## src/sv/mmh2_pkg.sv

```systemverilog
// ----------------------------------------------------------------------------
// mmh2_pkg: shared types and constants for the bucket hash block
// Field widths, mix constants, configuration indexes and the hash sequencer
// states.
// ----------------------------------------------------------------------------
`timescale 1ns / 1ps
`default_nettype none
package mmh2_pkg;

  localparam int unsigned WORD_W = 32;
  localparam int unsigned NB_W   = 3;
  localparam int unsigned KLEN_W = 16;

  localparam logic [WORD_W-1:0] MIX_MUL     = 32'h5bd1e995;
  localparam int unsigned       MIX_SHIFT   = 24;
  localparam int unsigned       FIN_SHIFT_A = 13;
  localparam int unsigned       FIN_SHIFT_B = 15;

  localparam logic [NB_W-1:0]   NB_FULL     = 3'd4;

  localparam logic CFG_SEED       = 1'b0;
  localparam logic CFG_TABLE_SIZE = 1'b1;

  typedef struct packed {
    logic [WORD_W-1:0] key_word;
    logic [NB_W-1:0]   nbytes;
    logic [KLEN_W-1:0] key_len;
    logic              closes;
  } word_item_t;

  typedef enum logic [2:0] {
    MX_IDLE,
    MX_K1,
    MX_K2,
    MX_H,
    MX_TAIL,
    MX_FIN,
    MX_SEND
  } mix_state_t;

endpackage
`default_nettype wire

```

## src/sv/murmur2_bucket_hash.sv

```systemverilog
// ----------------------------------------------------------------------------
// murmur2_bucket_hash: streaming 32-bit MurmurHash2 with bucket reduction
// Hashes keys delivered as little-endian words; when a key closes, returns the
// raw hash and the hash modulo the table size, or the raw hash again if 0.
//
//   channel  direction  payload
//   s_*      in         tdata: key_word, bytes_valid, key_len; tlast: last
//   m_*      out        tdata: bucket_index, raw_hash
//   cfg_*    in         index 0 seed, index 1 table_size
//
// A full word that does not close the key enters the sequencer and then takes
// three multiplies on the shared multiplier. A closing item adds a finalize
// multiply and a hand-off, then the bit-serial remainder unit, which overlaps
// with the next key's words.
// Reset clears control state and sets seed 0, table_size 1024.
// The two-entry input queue and the output register let each side stall alone.
// ----------------------------------------------------------------------------
`timescale 1ns / 1ps
`default_nettype none
module murmur2_bucket_hash
  import mmh2_pkg::*;
(
  input  wire logic        clk,
  input  wire logic        rst,
  input  wire logic        s_tvalid,
  output logic             s_tready,
  input  wire logic [55:0] s_tdata,   // key_word[31:0], bytes_valid[34:32], key_len[50:35]
  input  wire logic        s_tlast,   // last
  output logic             m_tvalid,
  input  wire logic        m_tready,
  output logic [63:0]      m_tdata,   // bucket_index[31:0], raw_hash[63:32]
  input  wire logic        cfg_we,
  input  wire logic        cfg_index,
  input  wire logic [31:0] cfg_data
);

  logic [WORD_W-1:0] seed;
  logic [WORD_W-1:0] table_size;
  logic              q_valid;
  logic              q_ready;
  word_item_t        q_item;
  logic              fin_valid;
  logic              fin_ready;
  logic [WORD_W-1:0] fin_hash;

  always_ff @(posedge clk) begin
    if (rst) begin
      seed       <= '0;
      table_size <= 32'd1024;
    end else if (cfg_we) begin
      case (cfg_index)
        CFG_SEED:       seed       <= cfg_data;
        CFG_TABLE_SIZE: table_size <= cfg_data;
        default: begin
        end
      endcase
    end
  end

  mmh2_front u_front (
    .clk      (clk),
    .rst      (rst),
    .s_tvalid (s_tvalid),
    .s_tready (s_tready),
    .s_tdata  (s_tdata),
    .s_tlast  (s_tlast),
    .q_valid  (q_valid),
    .q_item   (q_item),
    .q_ready  (q_ready)
  );

  mmh2_mix u_mix (
    .clk       (clk),
    .rst       (rst),
    .q_valid   (q_valid),
    .q_item    (q_item),
    .q_ready   (q_ready),
    .seed      (seed),
    .fin_valid (fin_valid),
    .fin_hash  (fin_hash),
    .fin_ready (fin_ready)
  );

  mmh2_mod u_mod (
    .clk        (clk),
    .rst        (rst),
    .fin_valid  (fin_valid),
    .fin_hash   (fin_hash),
    .fin_ready  (fin_ready),
    .table_size (table_size),
    .m_tvalid   (m_tvalid),
    .m_tready   (m_tready),
    .m_tdata    (m_tdata)
  );

endmodule
`default_nettype wire

```

## src/sv/mmh2_front.sv

```systemverilog
// ----------------------------------------------------------------------------
// mmh2_front: input acceptance and classification
// Clamps the byte count, flags key-closing items and buffers them in a
// two-entry queue toward the hash sequencer.
// ----------------------------------------------------------------------------
`timescale 1ns / 1ps
`default_nettype none
module mmh2_front
  import mmh2_pkg::*;
(
  input  wire logic             clk,
  input  wire logic             rst,
  input  wire logic             s_tvalid,
  output logic                  s_tready,
  input  wire logic [55:0]      s_tdata,  // key_word, bytes_valid, key_len
  input  wire logic             s_tlast,  // last
  output logic                  q_valid,
  output word_item_t            q_item,
  input  wire logic             q_ready
);

  word_item_t       q_mem [2];
  logic             wr_ptr;
  logic             rd_ptr;
  logic [1:0]       count;
  logic [NB_W-1:0]  nb_raw;
  word_item_t       in_item;
  logic             push;
  logic             pop;

  assign nb_raw   = s_tdata[34:32];
  assign s_tready = (count != 2'd2);
  assign q_valid  = (count != 2'd0);
  assign q_item   = q_mem[rd_ptr];
  assign push     = s_tvalid && s_tready;
  assign pop      = q_valid && q_ready;

  always_comb begin
    in_item.key_word = s_tdata[31:0];
    in_item.nbytes   = (nb_raw > NB_FULL) ? NB_FULL : nb_raw;
    in_item.key_len  = s_tdata[50:35];
    in_item.closes   = (in_item.nbytes != NB_FULL) || s_tlast;
  end

  always_ff @(posedge clk) begin
    if (push) begin
      q_mem[wr_ptr] <= in_item;
    end
  end

  always_ff @(posedge clk) begin
    if (rst) begin
      wr_ptr <= 1'b0;
      rd_ptr <= 1'b0;
      count  <= 2'd0;
    end else begin
      if (push) begin
        wr_ptr <= ~wr_ptr;
      end
      if (pop) begin
        rd_ptr <= ~rd_ptr;
      end
      case ({push, pop})
        2'b10:   count <= count + 2'd1;
        2'b01:   count <= count - 2'd1;
        default: count <= count;
      endcase
    end
  end

endmodule
`default_nettype wire

```

## src/sv/mmh2_mix.sv

```systemverilog
// ----------------------------------------------------------------------------
// mmh2_mix: hash sequencer
// Runs the word mix, tail fold and finalization through one shared multiplier
// and hands the finished hash onward; one multiply per cycle unless waiting.
// ----------------------------------------------------------------------------
`timescale 1ns / 1ps
`default_nettype none
module mmh2_mix
  import mmh2_pkg::*;
(
  input  wire logic              clk,
  input  wire logic              rst,
  input  wire logic              q_valid,
  input  wire word_item_t        q_item,
  output logic                   q_ready,
  input  wire logic [WORD_W-1:0] seed,
  output logic                   fin_valid,
  output logic [WORD_W-1:0]      fin_hash,
  input  wire logic              fin_ready
);

  mix_state_t         state;
  mix_state_t         state_next;
  logic [WORD_W-1:0]  h;
  logic [WORD_W-1:0]  k;
  logic [WORD_W-1:0]  acc;
  logic [NB_W-1:0]    nbytes;
  logic               closes;
  logic               in_key;
  logic [WORD_W-1:0]  mul_a;
  logic [WORD_W-1:0]  prod;
  logic [WORD_W-1:0]  tail_mask;
  logic [WORD_W-1:0]  h_start;

  assign prod      = mul_a * MIX_MUL;
  assign fin_hash  = h;
  assign h_start   = in_key ? acc : (seed ^ WORD_W'(q_item.key_len));

  always_comb begin
    case (nbytes)
      3'd1:    tail_mask = 32'h000000ff;
      3'd2:    tail_mask = 32'h0000ffff;
      3'd3:    tail_mask = 32'h00ffffff;
      default: tail_mask = 32'h00000000;
    endcase
  end

  always_comb begin
    state_next = state;
    case (state)
      MX_IDLE: begin
        if (q_valid) begin
          if (q_item.nbytes == NB_FULL) begin
            state_next = MX_K1;
          end else if (q_item.nbytes == 3'd0) begin
            state_next = MX_FIN;
          end else begin
            state_next = MX_TAIL;
          end
        end
      end
      MX_K1:   state_next = MX_K2;
      MX_K2:   state_next = MX_H;
      MX_H:    state_next = closes ? MX_FIN : MX_IDLE;
      MX_TAIL: state_next = MX_FIN;
      MX_FIN:  state_next = MX_SEND;
      MX_SEND: state_next = fin_ready ? MX_IDLE : MX_SEND;
      default: state_next = MX_IDLE;
    endcase
  end

  always_comb begin
    q_ready   = (state == MX_IDLE);
    fin_valid = (state == MX_SEND);
    case (state)
      MX_K1:   mul_a = k;
      MX_K2:   mul_a = k ^ (k >> MIX_SHIFT);
      MX_H:    mul_a = h;
      MX_TAIL: mul_a = h ^ (k & tail_mask);
      MX_FIN:  mul_a = h ^ (h >> FIN_SHIFT_A);
      default: mul_a = h;
    endcase
  end

  always_ff @(posedge clk) begin
    if (rst) begin
      state  <= MX_IDLE;
      in_key <= 1'b0;
      acc    <= '0;
    end else begin
      state <= state_next;
      case (state)
        MX_H: begin
          if (!closes) begin
            acc    <= prod ^ k;
            in_key <= 1'b1;
          end
        end
        MX_SEND: begin
          if (fin_ready) begin
            acc    <= '0;
            in_key <= 1'b0;
          end
        end
        default: begin
        end
      endcase
    end
  end

  always_ff @(posedge clk) begin
    case (state)
      MX_IDLE: begin
        if (q_valid) begin
          h      <= h_start;
          k      <= q_item.key_word;
          nbytes <= q_item.nbytes;
          closes <= q_item.closes;
        end
      end
      MX_K1:   k <= prod;
      MX_K2:   k <= prod;
      MX_H:    h <= prod ^ k;
      MX_TAIL: h <= prod;
      MX_FIN:  h <= prod ^ (prod >> FIN_SHIFT_B);
      default: begin
      end
    endcase
  end

endmodule
`default_nettype wire

```

## src/sv/mmh2_mod.sv

```systemverilog
// ----------------------------------------------------------------------------
// mmh2_mod: bucket reduction and output register
// Reduces the finished hash modulo a nonzero table size, one remainder bit per
// cycle, and holds the result item for the downstream side.
// ----------------------------------------------------------------------------
`timescale 1ns / 1ps
`default_nettype none
module mmh2_mod
  import mmh2_pkg::*;
(
  input  wire logic              clk,
  input  wire logic              rst,
  input  wire logic              fin_valid,
  input  wire logic [WORD_W-1:0] fin_hash,
  output logic                   fin_ready,
  input  wire logic [WORD_W-1:0] table_size,
  output logic                   m_tvalid,
  input  wire logic              m_tready,
  output logic [63:0]            m_tdata
);

  logic               busy;
  logic               pend;
  logic [4:0]         cnt;
  logic [WORD_W-1:0]  dvd;
  logic [WORD_W-1:0]  dvs;
  logic [WORD_W-1:0]  rem;
  logic [WORD_W-1:0]  hash_r;
  logic [WORD_W:0]    shifted;
  logic [WORD_W:0]    diff;
  logic               ge;
  logic               take;

  assign fin_ready = !busy && !pend;
  assign take      = fin_valid && fin_ready;
  assign shifted   = {rem, dvd[WORD_W-1]};
  assign ge        = (shifted >= {1'b0, dvs});
  assign diff      = shifted - {1'b0, dvs};

  always_ff @(posedge clk) begin
    if (rst) begin
      busy     <= 1'b0;
      pend     <= 1'b0;
      m_tvalid <= 1'b0;
    end else begin
      if (take) begin
        busy <= (table_size != '0);
        pend <= (table_size == '0);
      end else if (busy && cnt == 5'd0) begin
        busy <= 1'b0;
        pend <= 1'b1;
      end else if (pend && (!m_tvalid || m_tready)) begin
        pend <= 1'b0;
      end
      if (pend && (!m_tvalid || m_tready)) begin
        m_tvalid <= 1'b1;
      end else if (m_tready) begin
        m_tvalid <= 1'b0;
      end
    end
  end

  always_ff @(posedge clk) begin
    if (take) begin
      hash_r <= fin_hash;
      dvd    <= fin_hash;
      dvs    <= table_size;
      cnt    <= 5'd31;
      rem    <= (table_size == '0) ? fin_hash : '0;
    end else if (busy) begin
      rem <= ge ? diff[WORD_W-1:0] : shifted[WORD_W-1:0];
      dvd <= {dvd[WORD_W-2:0], 1'b0};
      cnt <= cnt - 5'd1;
    end
    if (pend && (!m_tvalid || m_tready)) begin
      m_tdata <= {hash_r, rem};
    end
  end

endmodule
`default_nettype wire

```

## config.mk

```make
export PLATFORM = sky130hd
export DESIGN_NAME = murmur2_bucket_hash
export DESIGN_NICKNAME = d
export VERILOG_FILES = /design/src/sv/mmh2_pkg.sv /design/src/sv/murmur2_bucket_hash.sv /design/src/sv/mmh2_front.sv /design/src/sv/mmh2_mix.sv /design/src/sv/mmh2_mod.sv
export SDC_FILE = /design/constraint.sdc
export NUM_CORES = 1
export LEC_CHECK = 0
export ABC_AREA = 0
export BUFFER_PORTS_ARGS = -buffer_cell sky130_fd_sc_hd__buf_2
export CAP_MARGIN = 20
export CORE_MARGIN = 2
export CORE_UTILIZATION = 35
export DETAILED_ROUTE_END_ITERATION = 8
export SLEW_MARGIN = 40
export SYNTH_ARGS = -nofsm -noshare
export SYNTH_HDL_FRONTEND = slang
export SYNTH_SLANG_ARGS = --single-unit
```

## constraint.sdc

```tcl
create_clock -name clk -period 9.11 [get_ports clk]
set_clock_uncertainty 0.05 [all_clocks]
set_input_delay 0.4555 -clock clk [delete_from_list [all_inputs] [get_ports clk]]
set_output_delay 0.4555 -clock clk [all_outputs]
set_load 0.1 [all_outputs]
```

==> results, run 1 <==
- The worst hold margin is 0.0287 ns.
- The met3 capacity usage during global routing is 3.36%.
- The detail-routed via count per cell is 5.12.
- The layout overhead on the synthesized area is 15.9%.
- The global-route track usage on met1 is 28.4%.
- Timing would allow up to 115 MHz.
- The final HPWL from detailed placement is 69400 um.
- The startpoint identified for the worst hold timing path is s_tdata[39].
- The post-route antenna net violation count is 0.
- The depth of the most critical reg-to-reg path is 29.
- The start point of the critical path is u_mix.state[1].
- The number of antenna diodes in the final layout is 0.
- The total area inside the core boundary comes to 86500 um2.
- The synthesized area per cell is 10.7 um2.
- The critical path data required time is 9.37 ns.
- Sorting the synthesized cells by area gives the leading types as sky130_fd_sc_hd__edfxtp_1 36%, sky130_fd_sc_hd__fa_1 12%, sky130_fd_sc_hd__ha_1 10%, sky130_fd_sc_hd__dfxtp_1 7.4%, sky130_fd_sc_hd__inv_1 4.6%.
- The sequential cell area is 13200 um2.
- The minimum setup slack among reg-to-reg paths is 0.43 ns.
- The H-tree level count is 2.
- The die covers 89300 um2.
- The number of global-route vias before repair is 21656.
- The iteration-0 DRC count of the detailed router is 1774.
- The startpoint identified for the worst register-to-register timing path is u_mix.state[1].
- The number of maximum-capacitance constraint violations is 0.
- The count of cell types in the netlist is 80.
- At the end of routability-driven placement, the weighted congestion stood at 0.990.
- The starting density of the core is 35.2%.
- Wires add up to 90800 um.
- Synthesis produced a netlist whose cell count is 2849.
- The arrival time of data at the critical path endpoint is 8.94 ns.
- After detailed routing, the average wire length per cell comes to 21.1 um.
- The flow ran to the end, and the final reports show no timing, DRC or antenna violations.
- The count of buffer and inverter cells on the critical path is 7.
- The fraction of final layout cells sized beyond drive strength 1 is 12.8%.
- The most common cell in the synthesized netlist is sky130_fd_sc_hd__inv_1.
- The final critical path time including I/O delays and setup is 8.68 ns.
- Among cell families on the critical path, the largest total delay comes from adder cells.
- The portion of synthesized cell area occupied by the leading cell type is 35.9%.
- Global routing consumed, over all layers together, 20.1% of the routing resources.
- The layout filler cell count is 8503.
- The worst setup path is captured at a flip-flop.
- The actual slew at the worst max-slew pin is 0.794 ns.
- The number of nets handed over by synthesis was 3377.
- The clock transition at the registers of the reported paths is 0.07 ns.
- The synthesized design contains 477 register bits.
- The commonest register cell after synthesis is sky130_fd_sc_hd__edfxtp_1.
- The layout net count is 3640.
- Setup violations remaining at the end of the flow were counted as 0.
- The floorplan step set the die width to 299 um.
- The count of synthesis-stage warnings from yosys is 0.
- The clock reaches the later pin of the worst-skew pair after 0.59 ns.
- Along the worst path, the maximum fanout reaches 17.
- The root buffer selected by CTS is sky130_fd_sc_hd__clkbuf_16.
- In this run the core area contains 108 standard-cell rows.
- The capturing element of the worst setup path is u_mix.fin_hash[16].
- Clock tree synthesis found a total of 477 sinks.
- The number of enable flip-flop cells after synthesis is 364.
- After routing, the total negative slack on setup checks comes to 0 ns.
- The number of search-and-repair iterations in the first detailed-routing pass is 6.
- In this run the count of I/O pins placed on the die edge is 161.
- In this run the tightest slew margin relative to its limit is 46.9%.
- The number of antenna violations at the first check in global routing came to 4.
- The detailed-route via count is 22021.
- The commonest cells after synthesis are 373 x sky130_fd_sc_hd__inv_1, 365 x sky130_fd_sc_hd__nand2_1, 364 x sky130_fd_sc_hd__edfxtp_1, 251 x sky130_fd_sc_hd__ha_1.
- The critical path in this run is classified as reg2reg.
- Counting flops with an async set or reset pin after synthesis yields a share of 0%.
- TritonCTS built the clock tree.
- The total count of hold-check failures in the final report was 0.
- The maximum number of pins on one net before global-route repair is 85.
- For this run, the share of the core covered by cells in the final layout is 40.8%.
- The cell repeated most along the worst path is sky130_fd_sc_hd__fa_1.
- After synthesis the cells add up to 30400 um2.
- The layer carrying the most global-route usage is met2.
- TritonCTS created 47 clock buffers.
- The total overflow reported by the global router is 0.
- The count of unresolved DRC violations after routing is 0.
- The cell type with the highest aggregate area in the netlist is sky130_fd_sc_hd__edfxtp_1.
- The critical path runs through a total of 29 cells.
- For met2 alone, demand over resource in global routing was 32.0%.
- The period utilization is 95.2%.
- The post-route standard cell area excluding fillers is 35200 um2.
- The wire length of the first global-routing pass is 136000 um.
- The placed instances occupy a cell area of 33400 um2.
- The clock passes through at most 3 buffers.
- The count of pins over their slew limit came to 0.
- The class of the worst hold path is in2reg.
- The maximum single-stage delay on the critical path is 0.59 ns.
- The worst setup path is launched from a flip-flop.
- Of the synthesized area, sequential elements account for 43.4%.
- The slowest cell on the critical path is sky130_fd_sc_hd__fa_1.
- The endpoint of the most critical register-to-register path is u_mix.fin_hash[16].
- The total area of multi-input combinational cells is 15500 um2.
- Setup repair after global routing left no endpoint under its margin.
- The count of buffers inserted at the top-level ports is 155.
- From bottom edge to top edge, the die measures 299 um.
==> how the worst min path moves through the flow <==
stage	to	slack [ns]	cells after the start
floorplan	u_mod.m_tdata[32]	0.35	0
global placement	u_mod.m_tdata[33]	0.35	0
detailed placement	u_mod.m_tdata[38]	0.35	0
CTS	u_front.q_mem[0][32]	0.0002	1
global route	u_front.q_mem[0][21]	0.009	1
finish	u_front.q_mem[0][5]	0.03	1
==> metal layers <==
metal  share of wire [%]  up-vias
met5                   0        -
met4                 2.8        0
met3                 6.5      146
met2                  46      681
met1                  45    10815
li1                    -    10379
==> kinds of logic after synthesis <==
logic type | Yosys count | share of synthesized area, %
compound gates | 563 | 11.6
xor+xnor | 163 | 4.92
fa+ha+maj | 433 | 22.3
buf+inv | 482 | 6.02
flops | 477 | 43.4
mux | 71 | 2.38
simple gates | 660 | 9.42
==> registers in the layout, summed over array words and instances, names as in the netlist, 2 cells and up, named ones only <==
register        cells
u_front.q_mem     104
u_mod.m_tdata      64
seed               32
table_size         32
u_mix.acc          32
u_mix.fin_hash     32
u_mix.k            32
u_mod.dvd          32
u_mod.dvs          32
u_mod.hash_r       32
u_mod.rem          32
u_mod.cnt           5
u_mix.nbytes        3
u_mix.state         3
u_front.count       2
==> layout by cell type, fill, tap and decap left out, types with 16 or more instances in the layout <==
master	Yosys	routed
sky130_fd_sc_hd__a211oi_1	20	20
sky130_fd_sc_hd__nor2b_1	19	17
sky130_fd_sc_hd__buf_2	2	154
sky130_fd_sc_hd__a22oi_1	40	40
sky130_fd_sc_hd__a21o_1	27	27
sky130_fd_sc_hd__mux2i_1	64	64
sky130_fd_sc_hd__edfxtp_1	364	364
sky130_fd_sc_hd__nor3_1	43	40
sky130_fd_sc_hd__clkbuf_16	0	49
sky130_fd_sc_hd__dfxtp_1	113	111
sky130_fd_sc_hd__fa_1	182	182
sky130_fd_sc_hd__a21oi_1	182	182
sky130_fd_sc_hd__nand3_1	26	25
sky130_fd_sc_hd__xnor2_1	82	81
sky130_fd_sc_hd__nand2b_1	17	16
sky130_fd_sc_hd__nor2_1	124	122
sky130_fd_sc_hd__dlygate4sd3_1	0	29
sky130_fd_sc_hd__inv_1	373	372
sky130_fd_sc_hd__xor2_1	75	75
sky130_fd_sc_hd__ha_1	251	251
sky130_fd_sc_hd__nand2_1	365	363
sky130_fd_sc_hd__buf_4	1	129
sky130_fd_sc_hd__o21ai_0	145	139
sky130_fd_sc_hd__a31oi_1	19	19
==> metrics by stage <==
step / std cells / setup WS, ns
2_1_floorplan: 2849 / 0.280
3_3_place_gp: 4188 / 0.304
3_5_place_dp: 4188 / 0.209
4_1_cts: 4302 / 0.184
5_1_grt: 4303 / 0.0140
6_report: 4303 / 0.433
==> worst reg2reg max path: cells and delay by family, from the launching register on <==
kind	cells	cell delay [ns]
AND/OR/NAND/NOR	4	1.16
buffers and inverters	7	0.56
flip-flops	1	0.53
adder cells (fa/ha/maj)	8	4.18
XOR/XNOR	8	1.66
AO/OA/AOI/OAI	2	0.24
==> cell type report <==
class	instances	area share [%]
repair buffers	320	6.09
flip-flops and latches	477	37.4
inverters	376	4.01
clock buffers	58	3.72
multi-input cells	1890	44.0
well taps	1155	4.10
clock inverters	27	0.639
==> timing repair <==
action,in CTS,in global routing
hold buffers,29,0
hold endpoints to repair,55,0
gates resized for setup,0,5
setup buffers,0,0
endpoints found under the setup margin,0,15
Power of run 1 is not shown: default switching activity piles up to over one toggle a cycle in this logic, so the estimate is an artifact.
==> run 2: changes to the inputs <==
- clock period: 9.11 -> 10 ns (I/O delays scaled with it)
==> results, run 2 (synthesized netlist as in run 1, its figures left out) <==
- The floorplan row count is 108.
- The final HPWL from detailed placement is 67800 um.
- The latest clock arrival within the worst-skew pair is 0.61 ns.
- At the worst endpoint, the required time is 10.24 ns.
- The count of unresolved DRC violations after routing is 0.
- In the final layout, flip-flops and latches occupy 13200 um2.
- Setup repair after global routing left no endpoint under its margin.
- The floorplan step set the die height to 299 um.
- In this run the clock root is driven by a sky130_fd_sc_hd__clkbuf_16.
- Routability-driven placement finished with a final weighted congestion of 0.960.
- The total count of hold-check failures in the final report is 0.
- The H-tree level count is 2.
- In the layout the commonest cells are 372 x sky130_fd_sc_hd__inv_1, 364 x sky130_fd_sc_hd__edfxtp_1, 363 x sky130_fd_sc_hd__nand2_1.
- Ranked by flip-flop count, first place goes to u_front.q_mem.
- The maximum buffer depth of the clock tree is 3.
- For this run, the top clock speed supported by timing is 108 MHz.
- The combined global-route utilization of all metal layers is 19.9%.
- The first global-routing pass estimated 134000 um of wire.
- From synthesis to final layout, the design area changed by 13.5%.
- The flow ran to the end, and the final reports show no timing, DRC or antenna violations.
- Buffers placed on the I/O ports in this run total 155.
- The layout net count is 3553.
- The fraction of final layout cells sized beyond drive strength 1 is 11.1%.
- Pin placement for this block handled 161 I/O pins.
- In this run the worst path has a maximum fanout of 11.
- The starting density of the core is 35.2%.
- The number of search-and-repair iterations in the first detailed-routing pass is 6.
- The number of global-route vias before repair came to 21170.
- The detailed-route via count is 21796.
- The wire length after detailed routing is 89500 um.
- The cell repeated most along the worst path is sky130_fd_sc_hd__fa_1.
- The path class of the tightest hold or removal check is in2reg.
- In this run the remaining antenna-violating nets after routing total 0.
- TritonCTS built the clock tree.
- The number of gates resized after CTS was 0.
- Max-cap violations in this run came to 0.
- For this design, the sink count on the clock tree is 477.
- The critical path class is reg2reg.
- Data arrives at the worst endpoint at 9.49 ns.
- Measured against its own limit, the worst slew margin works out to 43.8%.
- The actual slew at the worst max-slew pin is 0.839 ns.
- Dividing the final minimum period by the clock period gives 92.5%.
- The die is 299 um wide.
- The total overflow left after global routing is 0.
- The die area is 89300 um2.
- The flip-flop count of the largest register, all copies and words added is 104.
- The post-cts hold buffer count is 0.
- The library cell used most frequently in the layout, excluding fill and tap cells, is sky130_fd_sc_hd__inv_1.
- The number of antenna violations at the first check in global routing is 8.
- Buffers inserted during clock tree synthesis total 46.
- The largest registers in the layout are u_front.q_mem (104), u_mod.m_tdata (64).
- After detailed routing, the average wire length per cell comes to 21.2 um.
- Entering global routing, the biggest net connects 96 pins.
- The slowest stage of the critical path is the sky130_fd_sc_hd__nor3_1 cell.
- Dividing the detail-routed via count by the number of cells gives 5.17.
- On the worst path, the slowest cell contributes a delay of 0.59 ns.
- The clock transition at the registers of the reported paths is 0.06 ns.
- The worst setup path is captured at a flip-flop.
- The count of pins over their slew limit is 0.
- Setup total negative slack on the finished layout was measured at 0 ns.
- Prior to clock tree synthesis, the placed netlist has a worst setup slack of 0.713 ns.
- The core box area is 86500 um2.
- Across all setup checks in the final design, the least slack found is 0.754 ns.
- The post-CTS setup-driven buffer insertion count is 0.
- The layout filler cell count is 8484.
- The worst setup path is launched from a flip-flop.
- Setup violations remaining at the end of the flow were counted as 0.
- The final critical path time including I/O delays and setup is 9.25 ns.
- For this block, the initial DRC count from the detailed router was 1875.
- The total area of multi-input combinational cells is 15500 um2.
## run 2: changes by cell type in the layout (fill, tap and decap cells not counted), sizes merged
cell	change
clkinv	-9
bufinv	+3
diode	+1
dlygate4sd3	-29
buf	-57
clkbuf	+5
inv	+1
clkinvlp	-1
## run 2: cell type report
class,instances,share of cell area (%)
antenna,1,0.00725
clock buffer,63,3.76
clock inverter,21,0.779
inverter,376,4.10
multi-input combinational,1890,44.9
sequential,477,38.2
tap,1155,4.19
timing repair buffer,234,4.03
## run 2: routing by layer
metal  track usage (%)  part of all wire (%)  up-vias
met4              5.49                   3.2        0
li1                  -                     -    10215
met5                 0                     0        -
met2              31.3                    45      812
met3              3.32                   7.5      170
met1              28.4                    44    10599
## run 2: worst paths after layout
path / startpoint / to / slack (ns) / cells after the start
min reg2reg: u_mod.hash_r[19] / u_mod.m_tdata[51] / 0.37 / 0
max reg2reg: u_mix.state[2] / u_mix.fin_hash[30] / 0.75 / 31
min: s_tdata[18] / u_front.q_mem[1][38] / 0.04 / 1
max: u_mix.state[2] / u_mix.fin_hash[30] / 0.75 / 31
## run 2: through the flow
step	area [um2]	instances	hold slack [ns]	utilization, %
floorplan	30400	2849	0.350	-
global placement	32900	4131	0.355	38.0
detailed placement	32900	4131	0.355	38.1
CTS	34500	4215	0.0120	39.9
global route	34500	4216	0.0144	39.9
finish	34500	4217	0.0417	39.9
## run 2: worst max-delay path: cells and delay by family (launching register included)
| kind | cells | cell delay, ns |
|---|---|---|
| flip-flops | 1 | 0.35 |
| AO/OA/AOI/OAI | 10 | 2.33 |
| XOR/XNOR | 1 | 0.30 |
| AND/OR/NAND/NOR | 3 | 1.26 |
| buffers and inverters | 8 | 0.89 |
| adder cells (fa/ha/maj) | 9 | 3.74 |
Power of run 2 is left out for the same reason.
